## src/sv/skt_pkg.sv

```systemverilog
`default_nettype none
// ----------------------------------------------------------------------------
// skt_pkg
// Types and constants shared by the sorted key table controller, datapath
// and top level.
// ----------------------------------------------------------------------------
package skt_pkg;

	localparam int CAPACITY_DEF  = 16;
	localparam int ROW_WIDTH_DEF = 64;

	localparam int KEY_W  = 32;
	localparam int ROW_W  = 64;
	localparam int POS_W  = 4;

	localparam logic FUNC_FIND   = 1'b0;
	localparam logic FUNC_INSERT = 1'b1;

	typedef enum logic [1:0] {
		ST_OK        = 2'd0,
		ST_NOT_FOUND = 2'd1,
		ST_DUPLICATE = 2'd2,
		ST_FULL      = 2'd3
	} status_t;

	typedef struct packed {
		logic             func;
		logic [KEY_W-1:0] key;
		logic [ROW_W-1:0] row_value;
	} request_t;

	typedef struct packed {
		status_t          status;
		logic [POS_W-1:0] position;
		logic [ROW_W-1:0] row_out;
	} result_t;

	typedef enum logic [1:0] {
		S_IDLE,
		S_SEARCH,
		S_EVAL
	} ctrl_state_t;

	typedef struct packed {
		logic load;
		logic step;
		logic finish;
	} dp_cmd_t;

	typedef struct packed {
		logic search_done;
	} dp_status_t;

endpackage
`default_nettype wire

```

## src/sv/skt_ctrl.sv

```systemverilog
`default_nettype none
// ----------------------------------------------------------------------------
// skt_ctrl
// Sequencer: accepts a request, steps the binary search until the bounds
// meet, then has the datapath resolve the item and issue its result.
// ----------------------------------------------------------------------------
module skt_ctrl
	import skt_pkg::*;
(
	input  wire logic       clk,
	input  wire logic       arst_n,
	input  wire logic       start,
	output logic            busy,
	input  wire dp_status_t dp_status,
	output dp_cmd_t         dp_cmd
);

	ctrl_state_t state_q;
	ctrl_state_t state_d;

	always_ff @(posedge clk or negedge arst_n) begin
		if (!arst_n) begin
			state_q <= S_IDLE;
		end else begin
			state_q <= state_d;
		end
	end

	// next state
	always_comb begin
		state_d = state_q;
		case (state_q)
			S_IDLE: begin
				if (start) state_d = S_SEARCH;
			end
			S_SEARCH: begin
				if (dp_status.search_done) state_d = S_EVAL;
			end
			S_EVAL: begin
				state_d = S_IDLE;
			end
			default: begin
				state_d = S_IDLE;
			end
		endcase
	end

	// outputs
	always_comb begin
		dp_cmd = '0;
		busy   = 1'b1;
		case (state_q)
			S_IDLE: begin
				busy        = 1'b0;
				dp_cmd.load = start;
			end
			S_SEARCH: begin
				dp_cmd.step = !dp_status.search_done;
			end
			S_EVAL: begin
				dp_cmd.finish = 1'b1;
			end
			default: begin
				busy = 1'b1;
			end
		endcase
	end

	a_accept_to_search: assert property (@(posedge clk) disable iff (!arst_n)
		(start && !busy) |=> (state_q == S_SEARCH))
		else $error("accepted transfer did not start a search");

	a_eval_one_cycle: assert property (@(posedge clk) disable iff (!arst_n)
		dp_cmd.finish |=> !dp_cmd.finish && !busy)
		else $error("resolve step not followed by idle");

	a_load_only_idle: assert property (@(posedge clk) disable iff (!arst_n)
		dp_cmd.load |-> (state_q == S_IDLE) && !busy)
		else $error("load outside idle");

endmodule
`default_nettype wire

```

## src/sv/skt_datapath.sv

```systemverilog
`default_nettype none
// ----------------------------------------------------------------------------
// skt_datapath
// Record registers, search bounds and result register. The search narrows
// [lo, hi) by one step per cycle; an insert shifts the records from the
// insert position upward together.
// ----------------------------------------------------------------------------
module skt_datapath
	import skt_pkg::*;
#(
	parameter int CAPACITY  = CAPACITY_DEF,
	parameter int ROW_WIDTH = ROW_WIDTH_DEF
) (
	input  wire logic       clk,
	input  wire logic       arst_n,
	input  wire request_t   request,
	input  wire dp_cmd_t    dp_cmd,
	output dp_status_t      dp_status,
	output logic            done,
	output result_t         result
);

	localparam int CW = $clog2(CAPACITY + 1);
	localparam int IW = $clog2(CAPACITY);

	logic [KEY_W-1:0]     keys_q [CAPACITY];
	logic [ROW_WIDTH-1:0] rows_q [CAPACITY];
	logic [CW-1:0]        count_q;

	logic                 req_func_q;
	logic [KEY_W-1:0]     req_key_q;
	logic [ROW_WIDTH-1:0] req_row_q;

	logic [CW-1:0]        lo_q;
	logic [CW-1:0]        hi_q;
	logic [CW:0]          mid_sum;
	logic [CW-1:0]        mid;
	logic [IW-1:0]        lo_idx;

	logic                 hit;
	logic                 full;
	logic                 ins_ok;

	logic                 done_q;
	result_t              result_q;

	assign mid_sum = ({1'b0, lo_q} + {1'b0, hi_q}) >> 1;
	assign mid     = mid_sum[CW-1:0];
	assign lo_idx  = lo_q[IW-1:0];

	assign dp_status.search_done = (lo_q == hi_q);

	assign hit    = (lo_q < count_q) && (keys_q[lo_idx] == req_key_q);
	assign full   = (count_q == CW'(CAPACITY));
	assign ins_ok = (req_func_q == FUNC_INSERT) && !hit && !full;

	// request capture
	always_ff @(posedge clk) begin
		if (dp_cmd.load) begin
			req_func_q <= request.func;
			req_key_q  <= request.key;
			req_row_q  <= request.row_value[ROW_WIDTH-1:0];
		end
	end

	// search bounds
	always_ff @(posedge clk) begin
		if (dp_cmd.load) begin
			lo_q <= '0;
			hi_q <= count_q;
		end else if (dp_cmd.step) begin
			if (keys_q[mid[IW-1:0]] >= req_key_q) begin
				hi_q <= mid;
			end else begin
				lo_q <= mid + CW'(1);
			end
		end
	end

	// record registers
	for (genvar i = 0; i < CAPACITY; i++) begin : g_rec
		always_ff @(posedge clk) begin
			if (dp_cmd.finish && ins_ok) begin
				if (CW'(i) == lo_q) begin
					keys_q[i] <= req_key_q;
					rows_q[i] <= req_row_q;
				end else if (CW'(i) > lo_q) begin
					keys_q[i] <= keys_q[(i > 0) ? i - 1 : 0];
					rows_q[i] <= rows_q[(i > 0) ? i - 1 : 0];
				end
			end
		end
	end

	always_ff @(posedge clk or negedge arst_n) begin
		if (!arst_n) begin
			count_q <= '0;
			done_q  <= 1'b0;
		end else begin
			done_q <= dp_cmd.finish;
			if (dp_cmd.finish && ins_ok) begin
				count_q <= count_q + CW'(1);
			end
		end
	end

	// result register
	always_ff @(posedge clk) begin
		if (dp_cmd.finish) begin
			if (req_func_q == FUNC_FIND) begin
				if (hit) begin
					result_q.status   <= ST_OK;
					result_q.position <= POS_W'(lo_q);
					result_q.row_out  <= ROW_W'(rows_q[lo_idx]);
				end else begin
					result_q.status   <= ST_NOT_FOUND;
					result_q.position <= '0;
					result_q.row_out  <= '0;
				end
			end else if (hit) begin
				result_q.status   <= ST_DUPLICATE;
				result_q.position <= '0;
				result_q.row_out  <= '0;
			end else if (full) begin
				result_q.status   <= ST_FULL;
				result_q.position <= '0;
				result_q.row_out  <= '0;
			end else begin
				result_q.status   <= ST_OK;
				result_q.position <= POS_W'(lo_q);
				result_q.row_out  <= '0;
			end
		end
	end

	assign done   = done_q;
	assign result = result_q;

	a_count_bound: assert property (@(posedge clk) disable iff (!arst_n)
		count_q <= CW'(CAPACITY))
		else $error("record count above capacity");

	a_bounds_order: assert property (@(posedge clk) disable iff (!arst_n)
		dp_cmd.step |-> (lo_q < hi_q) && (hi_q <= count_q))
		else $error("search bounds out of order");

	a_insert_count: assert property (@(posedge clk) disable iff (!arst_n)
		(dp_cmd.finish && ins_ok) |=> (count_q == $past(count_q) + CW'(1)))
		else $error("insert did not grow the table");

	a_done_after_finish: assert property (@(posedge clk) disable iff (!arst_n)
		done_q |-> $past(dp_cmd.finish))
		else $error("result strobe without resolve step");

endmodule
`default_nettype wire

```

## src/sv/sorted_key_table_insert_find.sv

```systemverilog
`default_nettype none
// ----------------------------------------------------------------------------
// sorted_key_table_insert_find
// A bounded table of records kept in ascending key order, with find and
// insert by lower-bound binary search.
// ----------------------------------------------------------------------------
// A request is taken when start is high and busy is low. The binary search
// runs one step per cycle over the stored records; busy stays high through
// the search and the resolve step, and the number of search steps is at
// most ceil(log2(count + 1)) (five with sixteen records); the result appears
// with done for one cycle right after busy falls, and a new request may be
// taken in that same cycle. The receiver must take every result as it comes.
module sorted_key_table_insert_find
	import skt_pkg::*;
#(
	parameter int CAPACITY  = CAPACITY_DEF,
	parameter int ROW_WIDTH = ROW_WIDTH_DEF
) (
	input  wire logic     clk,
	input  wire logic     arst_n,
	input  wire logic     start,
	output logic          busy,
	input  wire request_t request,
	output logic          done,
	output result_t       result
);

	dp_cmd_t    dp_cmd;
	dp_status_t dp_status;

	skt_ctrl u_ctrl (
		.clk       (clk),
		.arst_n    (arst_n),
		.start     (start),
		.busy      (busy),
		.dp_status (dp_status),
		.dp_cmd    (dp_cmd)
	);

	skt_datapath #(
		.CAPACITY  (CAPACITY),
		.ROW_WIDTH (ROW_WIDTH)
	) u_datapath (
		.clk       (clk),
		.arst_n    (arst_n),
		.request   (request),
		.dp_cmd    (dp_cmd),
		.dp_status (dp_status),
		.done      (done),
		.result    (result)
	);

endmodule
`default_nettype wire

```

## config.mk

```make
export PLATFORM = sky130hd
export DESIGN_NAME = sorted_key_table_insert_find
export DESIGN_NICKNAME = d
export VERILOG_FILES = /design/src/sv/skt_pkg.sv /design/src/sv/skt_ctrl.sv /design/src/sv/skt_datapath.sv /design/src/sv/sorted_key_table_insert_find.sv
export SDC_FILE = /design/constraint.sdc
export NUM_CORES = 2
export LEC_CHECK = 0
export CELL_PAD_IN_SITES_DETAIL_PLACEMENT = 1
export CELL_PAD_IN_SITES_GLOBAL_PLACEMENT = 1
export CORE_MARGIN = 1.5
export CORE_UTILIZATION = 51
export CTS_CLUSTER_DIAMETER = 60
export DETAILED_ROUTE_END_ITERATION = 10
export DONT_BUFFER_PORTS = 1
export PLACE_DENSITY_LB_ADDON = 0.1
export SKIP_LAST_GASP = 1
export SYNTH_ARGS = -nofsm -noshare
export SYNTH_HDL_FRONTEND = slang
export SYNTH_SLANG_ARGS = --single-unit
```

## constraint.sdc

```tcl
create_clock -name clk -period 9.36 [get_ports clk]
set_input_delay 0.936 -clock clk [delete_from_list [all_inputs] [get_ports clk]]
set_output_delay 0.936 -clock clk [all_outputs]
set_load 0.03 [all_outputs]
```

==> Word level (Yosys, flattened, before mapping) <==
Memory sizes are Yosys's and may differ from the RTL's. A register that Yosys moved wholly into a read port is not among the register bits.
Index checks and enable logic that the tools add are counted.
{ "op_classes": {"addsub": 3, "n_lt_le_gt_ge": 18, "n_eq_ne": 22, "mux": 162, "bitwise": 33, "reduce_logical": 14} }
{ "op_table": {"columns": ["op", "n"], "rows": [
  ["two-way mux 64 bit", 16],
  ["two-way mux 32 bit", 16],
  ["two-way mux 70 bit", 3],
  ["two-way mux 1 bit", 116],
  ["two-way mux 69 bit", 1],
  ["equality test 4 x 5 -> 1 bit, first input constant", 8],
  ["greater-than comparator 4 x 5 -> 1 bit, first input constant", 8],
  ["equality test 32 bit", 1],
  [">= comparator 32 bit", 1],
  ["OR 1 bit", 32],
  ["equality test 3 x 5 -> 1 bit, first input constant", 4],
  ["greater-than comparator 3 x 5 -> 1 bit, first input constant", 4],
  ["two-way mux 4 bit", 4],
  ["two-way mux 5 bit", 3],
  ["adder 5 x 1 -> 5 bit, second input constant", 2],
  ["equality test 2 x 5 -> 1 bit, first input constant", 2],
  ["greater-than comparator 1 x 5 -> 1 bit, first input constant", 2],
  ["greater-than comparator 2 x 5 -> 1 bit, first input constant", 2],
  ["adder 5 x 5 -> 6 bit", 1],
  ["AND reduction 2 bit", 3],
  ["equality test 1 x 5 -> 1 bit, first input constant", 1],
  ["equality test 5 bit", 1],
  ["equality test 5 bit, second input constant", 1],
  ["logical NOT 5 bit", 1],
  ["other kinds (12)", 19]
]} }
{ "word_totals": {"regBits": 185, "ram_bits": 1536, "inputBits": 100, "out_inout_bits": 72, "wordCells": 265, "memories": 2} }
{ "mem_list": {"columns": ["name", "depth", "width", "read_ports", "rd_ports_with_merged_regs", "wr", "line_no", "text"], "rows": [
  ["u_datapath.rows_q", 16, 64, 16, 1, 16, "skt_datapath.sv:27", "logic [ROW_WIDTH-1:0] rows_q [CAPACITY];"],
  ["u_datapath.keys_q", 16, 32, 17, 1, 16, "skt_datapath.sv:26", "logic [KEY_W-1:0] keys_q [CAPACITY];"]
]} }

==> Longest topological paths before layout <==
{ "depth": {"word_depth": 9, "mapped_depth": 21, "ltp_nobuf": 19} }

==> Hierarchy <==
A second synthesis with hierarchy kept.
{ "unflattened": {"cells_unflattened": 4934, "hier_area_um2": 88090.7} }
{ "modules_own_cells": {"columns": ["mod", "instances", "cells_each", "area_each_um2", "seq_area_each_um2"], "rows": [
  ["skt_datapath", 1, 4923, 87980.6, 51619.5],
  ["skt_ctrl", 1, 11, 110.1, 50.0]
]} }

==> Least setup slack after synthesis <==
Ideal clock, no wire load.
{ "synth_path": {"kind": "register to register", "startpoint": "register u_ctrl.state_q[0]", "endpoint": "memory u_datapath.keys_q[15][0] (enable)", "setup_time_ns": 0.553, "arrival_ns": 8.352, "required_time_ns": 8.807, "setup_slack_ns": 0.455, "path_stages_with_launch": 6, "n_path_buf": 1, "period_less_slack_ns": 8.905, "path_cell_list": "dfrtp_1 -> nor2b_1 -> nand2_1 -> o21bai_4 -> buf_6 -> nor2_1"} }
{ "synth_rtl": {"columns": ["element", "line_no", "text"], "rows": [
  ["start: declaration", "skt_ctrl.sv:18", "ctrl_state_t state_q;"],
  ["start signal: assignment", "skt_ctrl.sv:25", "state_q <= state_d;"],
  ["end: declaration", "skt_datapath.sv:26", null]
]} }

==> run summary <==
Largest area contributor in the netlist: edfxtp_1
Area grow syn2layout: 8.65%
Critical Path, Cell by Cell: buf_4 > mux4_2 > mux4_2 > xnor2_1 > a211oi_1 > o2111ai_1 > or4_4 > o21bai_4 > or3_4 > buf_4 > mux2_2
Netlist Area Pre-Place: 88000 um^2
Synth Instances: 4878
Period utilization: 74.9%
Worst setup EP type: flop
Final wirelength: 266 mm
Dominant synthesized flop cell: edfxtp_1
Final min period: 7.01 ns
Relative slew slack: 11.1%
Die width: 419 um
Hold Path Class: input port to flop
# resized after CTS: 0
Syn avg cell area: 18.0 um^2
Final Cell Area: 95700 um^2
All-Layer GR Usage: 30.6%
Slew @ Worst Pin: 1.33 ns
Skew final: 0.0452 ns
Max Buffers Root-to-Sink: 3
Post-synthesis async set-or-reset flop share: 0.464%
Worst path slowest cell: or3_4
Initial DRC Count: 5152
MaxCap Viol Count: 0
Starting Density: 51.3%
Insertion delay to the later sink of the worst-skew pair: 0.86 ns
Fillcell total: 15100
Status: finished, final reports clean
Initial antenna violation count: 10
IO Count: 172
First-pass GRT wire length: 384 mm
RSZ-0062 raised after global routing: false
DP Wirelength: 138 mm
Root buffer cell: clkbuf_16
Setup TNS: 0 ns
Clock sinks: 1725
Row count: 152
Via Count: 48700
Die Area: 175000 um^2
Total congestion overflow: 0
Post-Syn Nets: 5023
Antenna-violating nets left: 0
Die Ht: 419 um
Worst Path Max Fanout: 44
CP required: 9.94 ns
Sequential share of the synthesized area: 58.7%
Yosys cell types: 67
Top-area cell type share of the netlist area: 58.3%
Largest net degree at the start of global routing: 133
Routability Congestion: 0.803
NumNets Final: 4864
LEAKAGE: 31.1 nW
Cts bufs inserted: 194
# H-tree levels: 4
Critical Path AT: 7.59 ns
Synth area leaders: edfxtp_1 58%, mux2_2 15%, mux4_2 14%
DRT Pass-1 Iters: 6
Max Slew Vio Count: 0
Layout cell share with drive strength beyond 1: 43.8%
Yosys Warn Count: 0
Synth Register Bits: 1725
# DRC: 0
Core box area: 172000 um^2
CTS tree: done
# port buffers: 0
Setup violations, final: 0
Power Density: 296 nW/um^2
Post-CTS Setup Inserts: 0
Post-synth EDFFs: 1708
Placed cell area: 89600 um^2
Vias in the first global route: 51600
Clk slew on worst S/H paths: 0.06 ns
Worst Path Class, Setup: flop to flop
Final hold violation count: 0
Crit-path max cell delay: 0.97 ns
Max IR drop VDD: 651 uV
Peak Freq: 0.143 GHz
Vias per cell: 6.77
Startpoint Class: flop
Routed len/inst: 37.0 um
==> registers in the layout, indices dropped and copies added, names as in the netlist, named ones only <==
register               cells
u_datapath.rows_q       1024
u_datapath.keys_q        512
u_datapath.result         70
u_datapath.req_row_q      64
u_datapath.req_key_q      32
u_datapath.count_q         5
u_datapath.hi_q            5
u_datapath.lo_q            5
u_ctrl.state_q             2
u_datapath.done            1
u_datapath.req_func_q      1
==> placed cells by master, fill, tap and decap left out, drive strengths merged, types with 4 or more instances in the layout <==
cell type and n:
mux2 1472, nor3 8, nand2 18, a221oi 16, o21ai 19, clkinv 78, diode 5, and2 5
bufinv 9, dfrtp 8, nand2b 4, o2bb2ai 5, nand3 5, or3 7, ha 44, and3 66
a21o 14, buf 88, nor2 52, nor2b 37, mux4 542, clkbuf 256, edfxtp 1708, a22o 5
mux2i 129, inv 72, xor2 4, a21oi 50, nand4 8, xnor2 51, a211oi 38, o22ai 11
dfxtp 9
==> logic make-up (layout without fill, tap and decap cells) <==
logic type / count (synthesis) / count (layout) / share of synthesized area (%)
xor gates and xnor gates: 55 / 55 / 0.547
AOI/OAI and AO/OA: 179 / 179 / 1.41
and+or+nand+nor: 226 / 226 / 1.44
DFF: 1725 / 1725 / 58.7
adders and majority gates: 45 / 45 / 0.648
buffers and inverters: 505 / 507 / 3.11
muxes: 2143 / 2143 / 34.2
other: 0 / 5 / 0
==> power breakdown <==
group          leakage [nW]  internal (mW)  switching, mW  total [mW]
combinational          12.8           5.41           6.38        11.8
clock                  2.93           4.14           3.31        7.45
sequential             15.4           8.72          0.371        9.10
==> layout make-up <==
| cell class | instances | area (um^2) | share of cell area [%] |
|---|---|---|---|
| Sequential cell | 1725 | 51700 | 54.0 |
| Multi-Input combinational cell | 2648 | 33800 | 35.3 |
| Clock buffer | 256 | 5160 | 5.39 |
| Tap cell | 2310 | 2890 | 3.02 |
| Timing Repair Buffer | 89 | 896 | 0.936 |
| Clock inverter | 101 | 890 | 0.930 |
| Inverter | 61 | 344 | 0.360 |
| Antenna cell | 5 | 12.5 | 0.0131 |
==> cells in the mapped netlist (37+ instances only) <==
cell      instances
edfxtp_1       1708
mux2_2         1199
mux4_2          542
mux2_1          273
mux2i_1         129
buf_1           125
clkbuf_1        115
buf_2            95
and3_1           66
inv_1            58
nor2_1           52
xnor2_1          51
a21oi_1          50
buf_4            49
buf_6            45
ha_1             44
a211oi_1         38
nor2b_1          37
==> metrics by stage <==
| step | instances | worst slack (ns) | power, mW | util, % | hold slack [ns] |
|---|---|---|---|---|---|
| floorplan | 4878 | 0.455 | 17.5 | - | 0.424 |
| global placement | 6832 | 2.44 | 20.8 | 52.2 | 0.496 |
| finish | 7195 | 2.35 | 28.3 | 55.8 | 0.167 |
| CTS | 7190 | 2.39 | 28.5 | 55.8 | 0.114 |
| global route | 7193 | 2.15 | 29.4 | 55.8 | 0.132 |
| detailed placement | 6832 | 2.45 | 21.0 | 52.2 | 0.505 |
==> metal layers <==
| layer | GRT usage, % | vias up | wire length, um |
|---|---|---|---|
| met1 | 42.3 | 26800 | 111000 |
| met3 | 4.11 | 441 | 15200 |
| met2 | 50.4 | 1860 | 132000 |
| li1 | - | 19600 | - |
| met5 | 0 | - | 44 |
| met4 | 9.58 | 6 | 8190 |
==> repair_timing <==
| item | CTS | global route |
|---|---|---|
| hold buffers | 1 | 0 |
| endpoints found under the setup margin | 0 | 0 |
| hold endpoints to repair | 8 | 0 |
==> final timing paths <==
kind	startpoint	end	slack (ns)	depth (start not counted)
setup / recovery	flop	u_datapath.rows_q[2][27]	2.35	11
hold / removal	request[1]	u_datapath.req_row_q[1]	0.17	0
setup reg to reg	flop	u_datapath.rows_q[2][27]	2.35	11
hold reg to reg	u_ctrl.state_q[1]	u_ctrl.state_q[1]	0.53	1
max in group asynchronous	arst_n	u_datapath.count_q[3]	8.37	1
min in group asynchronous	arst_n	u_ctrl.state_q[0]	0.56	1
==> critical path, delay by kind of cell, from the launching register on <==
kind	cells	cell delay [ns]
compound gates	3	0.97
xor+xnor	1	0.24
buf+inv	2	1.59
flops	1	0.88
mux	3	1.52
simple gates	2	1.47
Note: power is estimated with default switching activity, not from simulation.
